[config.mk]
export PLATFORM = sky130hd
export DESIGN_NAME = bit_addressed_field_store_flat
export DESIGN_NICKNAME = d
export VERILOG_FILES = /design/src/bafs_pkg.sv /design/src/bafs_if.sv /design/src/bafs_datapath.sv /design/src/bafs_ctrl.sv /design/src/bit_addressed_field_store.sv /design/src/flat_wrapper.sv
export VERILOG_INCLUDE_DIRS = /design/src /design/src/src
export SDC_FILE = /design/constraint.sdc
export NUM_CORES = 2
export LEC_CHECK = 0
export BUFFER_PORTS_ARGS = -buffer_cell sky130_fd_sc_hd__buf_2
export CORE_MARGIN = 4
export CORE_UTILIZATION = 35
export CTS_BUF_LIST = sky130_fd_sc_hd__clkbuf_8
export DETAILED_ROUTE_END_ITERATION = 7
export PLACE_DENSITY = 0.57
export SLEW_MARGIN = 20
export SYNTH_ARGS = -nofsm -noshare
export SYNTH_HDL_FRONTEND = slang
export SYNTH_SLANG_ARGS = --single-unit
[constraint.sdc]
create_clock -name clk -period 5.9 [get_ports clk]
set_clock_uncertainty 0.05 [all_clocks]
set_input_delay 0.295 -clock clk [delete_from_list [all_inputs] [get_ports clk]]
set_output_delay 0.295 -clock clk [all_outputs]
set_load 0.01 [all_outputs]
[src/assert_macros.svh]
// ----------------------------------------------------------------------------
// assert_macros.svh
// Assertion shorthands shared by the bit-addressed field store RTL.
// ----------------------------------------------------------------------------
`ifndef ASSERT_MACROS_SVH
`define ASSERT_MACROS_SVH

// Property checked at every rising edge, off while reset is held.
`define BAFS_ASSERT(label, clk, rst_n, prop, msg) \
	label: assert property (@(posedge clk) disable iff (!rst_n) prop) else $error(msg);

// Condition that must never be seen outside reset.
`define BAFS_ASSERT_NEVER(label, clk, rst_n, cond, msg) \
	label: assert property (@(posedge clk) disable iff (!rst_n) !(cond)) else $error(msg);

`endif

[src/bafs_pkg.sv]
// ----------------------------------------------------------------------------
// bafs_pkg
// Types and constants of the bit-addressed field store.
// ----------------------------------------------------------------------------
package bafs_pkg;

	// default number of 32-bit words in the store
	localparam int STORE_WORDS_DEF = 32;

	// field widths
	localparam int WORD_W = 32;
	localparam int IDX_W  = 10;
	localparam int FWID_W = 6;
	localparam int CFG_W  = 6;
	localparam int ACT_W  = 3;
	localparam int OFS_W  = 5;
	localparam int SLOT_W = IDX_W - OFS_W;

	// words reachable by a bit index
	localparam int SLOT_LIMIT = 1 << SLOT_W;
	// largest value the word-count register can hold
	localparam int CFG_MAX = (1 << CFG_W) - 1;
	// word count after reset
	localparam int WIU_RESET = 32;

	typedef enum logic [ACT_W-1:0] {
		ACT_READ_BIT    = 3'd0,
		ACT_SET_BIT     = 3'd1,
		ACT_CLEAR_BIT   = 3'd2,
		ACT_TOGGLE_BIT  = 3'd3,
		ACT_WRITE_BIT   = 3'd4,
		ACT_READ_FIELD  = 3'd5,
		ACT_WRITE_FIELD = 3'd6,
		ACT_NOP         = 3'd7
	} action_t;

	typedef enum logic [2:0] {
		ST_IDLE  = 3'd0,
		ST_READ  = 3'd1,
		ST_EXEC  = 3'd2,
		ST_WR_HI = 3'd3,
		ST_DONE  = 3'd4
	} state_t;

	// controller -> datapath
	typedef struct packed {
		logic capture;
		logic rd;
		logic wr_lo;
		logic wr_hi;
		logic load_out;
	} cmd_t;

	// datapath -> controller
	typedef struct packed {
		logic need_wr_lo;
		logic need_wr_hi;
		logic out_free;
	} sts_t;

endpackage

[src/bafs_if.sv]
// ----------------------------------------------------------------------------
// bafs_req_if / bafs_rsp_if
// Valid/ready channels carrying store requests and their results.
// ----------------------------------------------------------------------------
interface bafs_req_if;
	logic                         valid;
	logic                         ready;
	logic [bafs_pkg::ACT_W-1:0]   action;
	logic [bafs_pkg::IDX_W-1:0]   bit_index;
	logic [bafs_pkg::FWID_W-1:0]  field_width;
	logic [bafs_pkg::WORD_W-1:0]  write_value;

	modport source (output valid, action, bit_index, field_width, write_value, input ready);
	modport sink   (input valid, action, bit_index, field_width, write_value, output ready);
endinterface

interface bafs_rsp_if;
	logic                         valid;
	logic                         ready;
	logic [bafs_pkg::WORD_W-1:0]  read_data;
	logic                         out_of_range;

	modport source (output valid, read_data, out_of_range, input ready);
	modport sink   (input valid, read_data, out_of_range, output ready);
endinterface

[src/bafs_datapath.sv]
// ----------------------------------------------------------------------------
// bafs_datapath
// Word memory, request and result registers, and the bit/field shift logic.
// ----------------------------------------------------------------------------
module bafs_datapath #(
	parameter int STORE_WORDS = bafs_pkg::STORE_WORDS_DEF
) (
	input  logic                         clk,
	input  logic                         arst_n,
	input  logic                         cfg_we,
	input  logic [bafs_pkg::CFG_W-1:0]   cfg_wdata,
	input  logic [bafs_pkg::ACT_W-1:0]   action,
	input  logic [bafs_pkg::IDX_W-1:0]   bit_index,
	input  logic [bafs_pkg::FWID_W-1:0]  field_width,
	input  logic [bafs_pkg::WORD_W-1:0]  write_value,
	input  bafs_pkg::cmd_t               cmd,
	output bafs_pkg::sts_t               sts,
	input  logic                         rsp_ready,
	output logic                         rsp_valid,
	output logic [bafs_pkg::WORD_W-1:0]  read_data,
	output logic                         out_of_range
);
	import bafs_pkg::*;

	// a bit index reaches SLOT_LIMIT words; a field at the last one spills into one more
	localparam int MEM_DEPTH = (STORE_WORDS < SLOT_LIMIT + 1) ? STORE_WORDS : SLOT_LIMIT + 1;
	localparam int AW = $clog2(MEM_DEPTH);
	localparam logic [CFG_W-1:0] LIVE_CAP =
		(STORE_WORDS > CFG_MAX) ? CFG_W'(CFG_MAX) : CFG_W'(STORE_WORDS);

	logic [CFG_W-1:0]      wiu_q;
	action_t               action_q;
	logic [IDX_W-1:0]      idx_q;
	logic [FWID_W-1:0]     width_q;
	logic [WORD_W-1:0]     wval_q;
	logic [WORD_W-1:0]     mem [MEM_DEPTH];
	logic [MEM_DEPTH-1:0]  valid_q;
	logic [WORD_W-1:0]     lo_q;
	logic [WORD_W-1:0]     hi_q;
	logic [WORD_W-1:0]     rd_data_q;
	logic                  oor_q;
	logic                  out_valid_q;

	logic [CFG_W-1:0]      live;
	logic [SLOT_W-1:0]     slot;
	logic [OFS_W-1:0]      ofs;
	logic [CFG_W-1:0]      slot_ext;
	logic [CFG_W-1:0]      slot_nx;
	logic [AW-1:0]         addr_lo;
	logic [AW-1:0]         addr_hi;
	logic                  is_field;
	logic                  bad_width;
	logic                  oor;
	logic                  has_next;
	logic [WORD_W-1:0]     mask;
	logic [WORD_W-1:0]     bit1;
	logic [2*WORD_W-1:0]   cat;
	logic [2*WORD_W-1:0]   shifted;
	logic [2*WORD_W-1:0]   fmask;
	logic [2*WORD_W-1:0]   fval;
	logic [WORD_W-1:0]     new_lo;
	logic [WORD_W-1:0]     new_hi;
	logic [WORD_W-1:0]     rd_val;
	logic                  wr_en;
	logic [AW-1:0]         wr_addr;
	logic [WORD_W-1:0]     wr_data;

	// word-count register
	always_ff @(posedge clk or negedge arst_n) begin
		if (!arst_n) begin
			wiu_q <= CFG_W'(WIU_RESET);
		end else if (cfg_we) begin
			wiu_q <= cfg_wdata;
		end
	end

	// request capture
	always_ff @(posedge clk) begin
		if (cmd.capture) begin
			action_q <= action_t'(action);
			idx_q    <= bit_index;
			width_q  <= field_width;
			wval_q   <= write_value;
		end
	end

	// range checks
	always_comb begin
		live      = (wiu_q > LIVE_CAP) ? LIVE_CAP : wiu_q;
		slot      = idx_q[IDX_W-1:OFS_W];
		ofs       = idx_q[OFS_W-1:0];
		slot_ext  = {1'b0, slot};
		slot_nx   = slot_ext + CFG_W'(1);
		addr_lo   = slot_ext[AW-1:0];
		addr_hi   = slot_nx[AW-1:0];
		is_field  = (action_q == ACT_READ_FIELD) || (action_q == ACT_WRITE_FIELD);
		bad_width = (width_q == '0) || (width_q > FWID_W'(WORD_W));
		oor       = (action_q != ACT_NOP) &&
			((slot_ext >= live) || (is_field && bad_width));
		has_next  = (ofs != '0) && (slot_nx < live);
	end

	// shift and mask logic over the two fetched words
	always_comb begin
		mask    = (width_q >= FWID_W'(WORD_W)) ? '1 :
			((WORD_W'(1) << width_q) - WORD_W'(1));
		bit1    = WORD_W'(1) << ofs;
		cat     = {(has_next ? hi_q : '0), lo_q};
		shifted = cat >> ofs;
		fmask   = {{WORD_W{1'b0}}, mask} << ofs;
		fval    = {{WORD_W{1'b0}}, wval_q & mask} << ofs;
		new_hi  = (hi_q & ~fmask[2*WORD_W-1:WORD_W]) | fval[2*WORD_W-1:WORD_W];
		case (action_q)
			ACT_SET_BIT:     new_lo = lo_q | bit1;
			ACT_CLEAR_BIT:   new_lo = lo_q & ~bit1;
			ACT_TOGGLE_BIT:  new_lo = lo_q ^ bit1;
			ACT_WRITE_BIT:   new_lo = wval_q[0] ? (lo_q | bit1) : (lo_q & ~bit1);
			ACT_WRITE_FIELD: new_lo = (lo_q & ~fmask[WORD_W-1:0]) | fval[WORD_W-1:0];
			default:         new_lo = lo_q;
		endcase
		case (action_q)
			ACT_READ_BIT:   rd_val = {{(WORD_W-1){1'b0}}, lo_q[ofs]};
			ACT_READ_FIELD: rd_val = shifted[WORD_W-1:0] & mask;
			default:        rd_val = '0;
		endcase
	end

	// write port: low word first, high word in the next cycle
	always_comb begin
		wr_en   = cmd.wr_lo || cmd.wr_hi;
		wr_addr = cmd.wr_hi ? addr_hi : addr_lo;
		wr_data = cmd.wr_hi ? new_hi : new_lo;
	end

	// per-word valid bits: an unwritten word reads as zero
	always_ff @(posedge clk or negedge arst_n) begin
		if (!arst_n) begin
			valid_q <= '0;
		end else if (wr_en) begin
			valid_q[wr_addr] <= 1'b1;
		end
	end

	// word memory, two registered read ports
	always_ff @(posedge clk) begin
		if (wr_en) begin
			mem[wr_addr] <= wr_data;
		end
		if (cmd.rd) begin
			lo_q <= valid_q[addr_lo] ? mem[addr_lo] : '0;
			hi_q <= valid_q[addr_hi] ? mem[addr_hi] : '0;
		end
	end

	// result register
	always_ff @(posedge clk) begin
		if (cmd.load_out) begin
			rd_data_q <= oor ? '0 : rd_val;
			oor_q     <= oor;
		end
	end

	always_ff @(posedge clk or negedge arst_n) begin
		if (!arst_n) begin
			out_valid_q <= 1'b0;
		end else if (cmd.load_out) begin
			out_valid_q <= 1'b1;
		end else if (rsp_ready) begin
			out_valid_q <= 1'b0;
		end
	end

	// status to controller
	always_comb begin
		sts.need_wr_lo = !oor && (action_q == ACT_SET_BIT || action_q == ACT_CLEAR_BIT ||
			action_q == ACT_TOGGLE_BIT || action_q == ACT_WRITE_BIT ||
			action_q == ACT_WRITE_FIELD);
		sts.need_wr_hi = !oor && (action_q == ACT_WRITE_FIELD) && has_next;
		sts.out_free   = !out_valid_q || rsp_ready;
	end

	assign rsp_valid    = out_valid_q;
	assign read_data    = rd_data_q;
	assign out_of_range = oor_q;

endmodule

[src/bafs_ctrl.sv]
// ----------------------------------------------------------------------------
// bafs_ctrl
// Sequencer: capture, fetch, modify, optional second write, hand off result.
// ----------------------------------------------------------------------------
`include "assert_macros.svh"

module bafs_ctrl (
	input  logic            clk,
	input  logic            arst_n,
	input  logic            req_valid,
	output logic            req_ready,
	input  bafs_pkg::sts_t  sts,
	output bafs_pkg::cmd_t  cmd
);
	import bafs_pkg::*;

	state_t state_q;
	state_t state_nx;

	// state register
	always_ff @(posedge clk or negedge arst_n) begin
		if (!arst_n) begin
			state_q <= ST_IDLE;
		end else begin
			state_q <= state_nx;
		end
	end

	// next state
	always_comb begin
		state_nx = state_q;
		case (state_q)
			ST_IDLE:  if (req_valid) state_nx = ST_READ;
			ST_READ:  state_nx = ST_EXEC;
			ST_EXEC:  state_nx = sts.need_wr_hi ? ST_WR_HI : ST_DONE;
			ST_WR_HI: state_nx = ST_DONE;
			ST_DONE:  if (sts.out_free) state_nx = ST_IDLE;
			default:  state_nx = ST_IDLE;
		endcase
	end

	// commands
	always_comb begin
		cmd       = '0;
		req_ready = 1'b0;
		case (state_q)
			ST_IDLE: begin
				req_ready   = 1'b1;
				cmd.capture = req_valid;
			end
			ST_READ:  cmd.rd       = 1'b1;
			ST_EXEC:  cmd.wr_lo    = sts.need_wr_lo;
			ST_WR_HI: cmd.wr_hi    = 1'b1;
			ST_DONE:  cmd.load_out = sts.out_free;
			default: begin
				cmd       = '0;
				req_ready = 1'b0;
			end
		endcase
	end

	`BAFS_ASSERT(a_hi_follows_lo, clk, arst_n, cmd.wr_hi |-> $past(cmd.wr_lo), "high-word write without low-word write")
	`BAFS_ASSERT(a_capture_then_read, clk, arst_n, cmd.capture |=> cmd.rd, "captured request not fetched next cycle")
	`BAFS_ASSERT_NEVER(a_load_into_full, clk, arst_n, cmd.load_out && !sts.out_free, "result loaded over a pending one")

endmodule

[src/bit_addressed_field_store.sv]
// ----------------------------------------------------------------------------
// bit_addressed_field_store
// Bit array in 32-bit words with single-bit and unaligned field access.
// ----------------------------------------------------------------------------
//  channel  | dir | contents
//  ---------+-----+-------------------------------------------------------
//  req      | in  | action, bit_index, field_width, write_value
//  rsp      | out | read_data, out_of_range (one per request)
//  cfg      | in  | cfg_we / cfg_wdata: words in use
//
//  A result is loaded after the fetch and the modify step, and after a second
//  write for a field write spanning two words (one memory write port); the next
//  request is taken only after that, so requests are never overlapped.
//  Reset clears the store at once through per-word valid bits.
//  A result waiting on rsp does not block acceptance; the sequencer only
//  stalls when a new result is ready while the previous one is still held.
// ----------------------------------------------------------------------------
module bit_addressed_field_store #(
	parameter int STORE_WORDS = bafs_pkg::STORE_WORDS_DEF
) (
	input  logic                        clk,
	input  logic                        arst_n,
	input  logic                        cfg_we,
	input  logic [bafs_pkg::CFG_W-1:0]  cfg_wdata,
	bafs_req_if.sink                    req,
	bafs_rsp_if.source                  rsp
);
	import bafs_pkg::*;

	cmd_t cmd;
	sts_t sts;

	bafs_ctrl u_ctrl (
		.clk       (clk),
		.arst_n    (arst_n),
		.req_valid (req.valid),
		.req_ready (req.ready),
		.sts       (sts),
		.cmd       (cmd)
	);

	bafs_datapath #(
		.STORE_WORDS (STORE_WORDS)
	) u_datapath (
		.clk          (clk),
		.arst_n       (arst_n),
		.cfg_we       (cfg_we),
		.cfg_wdata    (cfg_wdata),
		.action       (req.action),
		.bit_index    (req.bit_index),
		.field_width  (req.field_width),
		.write_value  (req.write_value),
		.cmd          (cmd),
		.sts          (sts),
		.rsp_ready    (rsp.ready),
		.rsp_valid    (rsp.valid),
		.read_data    (rsp.read_data),
		.out_of_range (rsp.out_of_range)
	);

endmodule
[src/flat_wrapper.sv]
// flat-port wrapper written by rule: the top's interface ports become plain ports
module bit_addressed_field_store_flat import bafs_pkg::*;
#(
	parameter int STORE_WORDS = bafs_pkg::STORE_WORDS_DEF
)
  (clk, arst_n, cfg_we, cfg_wdata, req_valid, req_action, req_bit_index, req_field_width, req_write_value, req_ready, rsp_valid, rsp_read_data, rsp_out_of_range, rsp_ready);
  bafs_req_if req_i ();
  bafs_rsp_if rsp_i ();
  input  logic clk;
  input  logic arst_n;
  input  logic cfg_we;
  input  logic [bafs_pkg::CFG_W-1:0] cfg_wdata;
  input wire logic [$bits(req_i.valid)-1:0] req_valid;
  input wire logic [$bits(req_i.action)-1:0] req_action;
  input wire logic [$bits(req_i.bit_index)-1:0] req_bit_index;
  input wire logic [$bits(req_i.field_width)-1:0] req_field_width;
  input wire logic [$bits(req_i.write_value)-1:0] req_write_value;
  output wire logic [$bits(req_i.ready)-1:0] req_ready;
  output wire logic [$bits(rsp_i.valid)-1:0] rsp_valid;
  output wire logic [$bits(rsp_i.read_data)-1:0] rsp_read_data;
  output wire logic [$bits(rsp_i.out_of_range)-1:0] rsp_out_of_range;
  input wire logic [$bits(rsp_i.ready)-1:0] rsp_ready;
  assign req_i.valid = req_valid;
  assign req_i.action = req_action;
  assign req_i.bit_index = req_bit_index;
  assign req_i.field_width = req_field_width;
  assign req_i.write_value = req_write_value;
  assign req_ready = req_i.ready;
  assign rsp_valid = rsp_i.valid;
  assign rsp_read_data = rsp_i.read_data;
  assign rsp_out_of_range = rsp_i.out_of_range;
  assign rsp_i.ready = rsp_ready;
  bit_addressed_field_store #(.STORE_WORDS(STORE_WORDS)) u_core (.clk(clk), .arst_n(arst_n), .cfg_we(cfg_we), .cfg_wdata(cfg_wdata), .req(req_i), .rsp(rsp_i));
endmodule
==> impl_metrics.prom <==
# TYPE chip_impl_metric gauge
chip_impl_metric{name="p_comb_frac",unit=""} 0.459
chip_impl_metric{name="dr.first_iter.drc_count",unit=""} 6684
chip_impl_info{name="path_delay_family",value="compound AO/OA/AOI/OAI gates"} 1
chip_impl_metric{name="drt_pass1_iterations",unit=""} 8
chip_impl_metric{name="leak",unit="nW"} 25.1
chip_impl_metric{name="x_dimension_of_the_die",unit="µm"} 444
chip_impl_metric{name="cap_viol_max_count",unit=""} 0
chip_impl_metric{name="final-seq-area",unit="µm²"} 36200
chip_impl_metric{name="tritoncts_sink_count",unit=""} 1214
chip_impl_metric{name="clockBufferDepth",unit=""} 3
chip_impl_metric{name="internal-power",unit="mW"} 22.0
chip_impl_info{name="synthFlopType",value="sky130_fd_sc_hd__edfxtp_1"} 1
chip_impl_metric{name="cts.htree.levels",unit=""} 4
chip_impl_metric{name="place_hpwl",unit="µm"} 160000
chip_impl_info{name="rsz_0062_raised_after_global_routing",value="no"} 1
chip_impl_metric{name="async_reset_ff_frac",unit=""} 0.0346
chip_impl_metric{name="timing_max_transition_violations_final",unit=""} 0
chip_impl_metric{name="antenna_found_initial",unit=""} 19
chip_impl_metric{name="synth_edf_count",unit=""} 1172
chip_impl_metric{name="postLayoutSetupSlackWorst",unit="ns"} 0.672
chip_impl_metric{name="grt.overflow.total",unit=""} 0
chip_impl_info{name="cp-end-kind",value="register"} 1
chip_impl_metric{name="wirelength",unit="µm"} 252000
chip_impl_metric{name="post-route-drc-count",unit=""} 0
chip_impl_info{name="timing.setup.critical_path_class",value="register to register"} 1
chip_impl_info{name="critical_path.cell_chain",value="or4_4, nor2_2, inv_1, ha_1, buf_4, o31a_1, a31oi_2, o211ai_1, a32o_1, a221oi_1, a21oi_2, a2111oi_1, o32ai_4, buf_4"} 1
chip_impl_metric{name="final_min_period_over_clock_period",unit=""} 0.886
chip_impl_metric{name="core_region_area",unit="µm²"} 189000
chip_impl_metric{name="groute.usage.overall",unit=""} 0.251
chip_impl_metric{name="vdd.ir_drop.worst",unit="mV"} 0.362
chip_impl_metric{name="drive_above_1_share",unit=""} 0.299
chip_impl_info{name="crit_slowest_cell",value="sky130_fd_sc_hd__a2111oi_1"} 1
chip_impl_metric{name="p_switching",unit="mW"} 15.4
chip_impl_info{name="min_from",value="req_write_value[8]"} 1
chip_impl_metric{name="multi_input_area",unit="µm²"} 29200
chip_impl_metric{name="synth_register_bits",unit=""} 1214
chip_impl_metric{name="buffers_added_on_ports",unit=""} 96
chip_impl_metric{name="slew_at_the_pin_closest_to_its_max_slew_limit",unit="ns"} 1.12
chip_impl_info{name="critical_path.startpoint_type",value="register"} 1
chip_impl_metric{name="wire_per_inst",unit="µm"} 34.6
chip_impl_info{name="min_path_type",value="primary input to register"} 1
chip_impl_metric{name="numCtsBuffers",unit=""} 200
chip_impl_metric{name="area_growth",unit="%"} 14.8
chip_impl_info{name="cts_tree",value="done"} 1
chip_impl_metric{name="die_area",unit="µm²"} 198000
chip_impl_metric{name="r2r.worst_path.cells",unit=""} 14
chip_impl_metric{name="seqPwrFrac",unit=""} 0.344
chip_impl_metric{name="post_drt_via_cell_ratio",unit=""} 6.44
chip_impl_metric{name="clock_insertion_delay_worst_skew",unit="ns"} 0.97
chip_impl_metric{name="io-pin-count",unit=""} 97
chip_impl_metric{name="grt_start_max_net_pins",unit=""} 130
chip_impl_metric{name="max_stage_delay_on_crit_path",unit="ns"} 0.63
chip_impl_metric{name="count_of_synthesis_stage_warnings_from_yosys",unit=""} 0
chip_impl_info{name="startpoint_of_the_worst_slack_reg_to_reg_timing_path",value="u_core.u_datapath.width_q[5]"} 1
chip_impl_metric{name="gate_count_of_the_mapped_netlist",unit=""} 4368
chip_impl_metric{name="fp.dieH",unit="µm"} 444
chip_impl_metric{name="cp.required",unit="ns"} 6.47
chip_impl_metric{name="placement.setup.worst_slack",unit="ns"} 0.663
chip_impl_metric{name="fin_tns_setup",unit="ns"} 0
chip_impl_metric{name="report.final.hold_viol_count",unit=""} 0
chip_impl_metric{name="final-setup-viol-count",unit=""} 0
chip_impl_metric{name="power_per_cell_area",unit="nW/µm²"} 489
chip_impl_metric{name="grt_pass1_vias",unit=""} 46259
chip_impl_metric{name="power_switching_share",unit=""} 0.411
chip_impl_metric{name="period_minus_slack",unit="ns"} 5.23
chip_impl_metric{name="syn_area",unit="µm²"} 66700
chip_impl_metric{name="ys_types",unit=""} 108
chip_impl_metric{name="worst_path_buf_inv",unit=""} 3
chip_impl_metric{name="antenna_violating_nets_post_route",unit=""} 0
chip_impl_metric{name="arrival",unit="ns"} 5.79
chip_impl_metric{name="pwr-share-clk",unit=""} 0.197
chip_impl_metric{name="timing.slew.headroom",unit=""} 0.242
chip_impl_metric{name="finalWeightedCongestion",unit=""} 1.05
chip_impl_metric{name="cts.clk_slew.worst_paths",unit="ns"} 0.06
chip_impl_metric{name="ys_seq_area_frac",unit=""} 0.544
chip_impl_metric{name="nNetsFinal",unit=""} 4767
chip_impl_info{name="timing.hold.worst_endpoint",value="u_core.u_datapath.wval_q[8]"} 1
chip_impl_info{name="cpMostUsedCell",value="sky130_fd_sc_hd__buf_4"} 1
chip_impl_info{name="cts.root.buffer_cell",value="sky130_fd_sc_hd__clkbuf_8"} 1
chip_impl_metric{name="average_cell_area_after_synthesis",unit="µm²"} 15.3
chip_impl_metric{name="fmax",unit="MHz"} 191
chip_impl_metric{name="r2r_setup_slack",unit="ns"} 0.67
chip_impl_metric{name="synth_net_count",unit=""} 4507
chip_impl_info{name="reg2reg_to",value="u_core.u_datapath.mem[27][22]"} 1
chip_impl_metric{name="layout.filler_cells",unit=""} 17187
chip_impl_metric{name="count_of_standard_cell_rows",unit=""} 159
chip_impl_metric{name="total_number_of_vias",unit=""} 47066
chip_impl_info{name="status",value="finished clean"} 1
chip_impl_metric{name="initial_core_util",unit=""} 0.354
chip_impl_metric{name="critPathMaxFanout",unit=""} 32
chip_impl_metric{name="global_route_wire_length_before_repair",unit="µm"} 355000
chip_impl_metric{name="count_of_cells_along_the_worst_hold_path",unit=""} 2
## per-layer routing
layer  vias to the layer above  wire, µm  GRT usage
met2                      3007    115000      0.388
met1                     24630     98500      0.337
li1                      18818         -          -
met4                         6     13600      0.119
met3                       605     24900     0.0571
met5                         -        48          0
## synthesized netlist by cell type (51+ instances only)
cell type | instances | area share
sky130_fd_sc_hd__ha_1 | 77 | 0.014
sky130_fd_sc_hd__o211ai_1 | 53 | 0.0060
sky130_fd_sc_hd__nor2_1 | 237 | 0.013
sky130_fd_sc_hd__nand2_1 | 344 | 0.019
sky130_fd_sc_hd__a21oi_1 | 185 | 0.014
sky130_fd_sc_hd__a31oi_1 | 51 | 0.0048
sky130_fd_sc_hd__o22ai_1 | 52 | 0.0049
sky130_fd_sc_hd__mux4_2 | 690 | 0.23
sky130_fd_sc_hd__inv_1 | 55 | 0.0031
sky130_fd_sc_hd__o21ai_0 | 144 | 0.011
sky130_fd_sc_hd__clkbuf_1 | 254 | 0.014
sky130_fd_sc_hd__mux2i_1 | 121 | 0.018
sky130_fd_sc_hd__buf_1 | 78 | 0.0044
sky130_fd_sc_hd__edfxtp_1 | 1172 | 0.53
sky130_fd_sc_hd__nand3_1 | 58 | 0.0044
## through the flow
step                 util  cell area [µm²]  instances  hold WS, ns  power, mW
floorplan               -            66700       4368      -0.0506       23.1
global placement    0.378            71200       6793        0.421       29.7
detailed placement  0.378            71200       6794        0.424       29.7
CTS                 0.406            76500       7293       0.0359       37.2
global route        0.406            76500       7301       0.0686       38.9
finish              0.406            76500       7304        0.100       37.4
## worst max path at each step
stage | cells after the start | slack (ns) | end | from
after floorplan | 19 | 0.12 | u_core.u_datapath.mem[0][28] | u_core.u_datapath.width_q[5]
after global placement | 13 | 0.71 | u_core.u_datapath.mem[6][30] | u_core.u_datapath.width_q[5]
after detailed placement | 14 | 0.66 | u_core.u_datapath.mem[24][31] | u_core.u_datapath.width_q[5]
after CTS | 14 | 0.61 | u_core.u_datapath.mem[21][31] | u_core.u_datapath.width_q[5]
after global routing | 15 | 0.44 | u_core.u_datapath.mem[13][29] | u_core.u_datapath.width_q[1]
final | 14 | 0.67 | u_core.u_datapath.mem[27][22] | u_core.u_datapath.width_q[5]
## flip-flops by register name, summed over array words and instances, names as in the netlist, 3 cells and up
name,cells
u_core.u_datapath.lo_q,32
u_core.u_datapath.idx_q,10
u_core.u_datapath.width_q,6
u_core.u_ctrl.state_q,3
u_core.u_datapath.wval_q,32
u_core.u_datapath.hi_q,32
u_core.u_datapath.mem,1024
u_core.u_datapath.read_data,32
u_core.u_datapath.wiu_q,6
u_core.u_datapath.action_q,3
u_core.u_datapath.valid_q,32
## cells in the final DEF (no fill, tap or decap), types with 113 or more instances in the layout
cell type,synthesis,routed
sky130_fd_sc_hd__a21oi_1,185,183
sky130_fd_sc_hd__edfxtp_1,1172,1172
sky130_fd_sc_hd__clkbuf_8,0,215
sky130_fd_sc_hd__inv_1,55,113
sky130_fd_sc_hd__nor2_1,237,199
sky130_fd_sc_hd__nand2_1,344,342
sky130_fd_sc_hd__buf_4,3,192
sky130_fd_sc_hd__mux2i_1,121,119
sky130_fd_sc_hd__dlygate4sd3_1,0,125
sky130_fd_sc_hd__mux4_2,690,690
sky130_fd_sc_hd__o21ai_0,144,143
## power groups by stage
stage	Clock (mW)	Combinational [mW]	Sequential, mW
2_1_floorplan	0	10.6	12.5
3_3_place_gp	0	16.7	13.0
3_5_place_dp	0	16.8	13.0
4_1_cts	7.57	16.9	12.8
5_1_grt	7.99	18.1	12.9
6_report	7.37	17.2	12.9
## cell type report
cell class	instances	area share
Sequential cell	1214	0.474
Multi-Input combinational cell	2710	0.381
Timing Repair Buffer	443	0.0492
Tap cell	2495	0.0408
Clock buffer	215	0.0387
Clock inverter	158	0.0133
Inverter	59	0.00299
Antenna cell	10	0.000327
## logic make-up after synthesis
family,count (synthesis),share of synthesized area
compound gates,947,0.101
xor+xnor,5,0.000657
fa+ha+maj,77,0.0144
buf+inv,444,0.0265
flops,1214,0.544
mux,845,0.257
simple gates,836,0.0563
## timing repair
item / 4_1_cts / 5_1_grt
hold endpoints to repair: 112 / 0
resized for setup: 0 / 0
setup buffers: 0 / 0
hold buffers: 126 / 0
setup endpoints to repair: 0 / 0
Note: power is estimated with default switching activity, not from simulation.
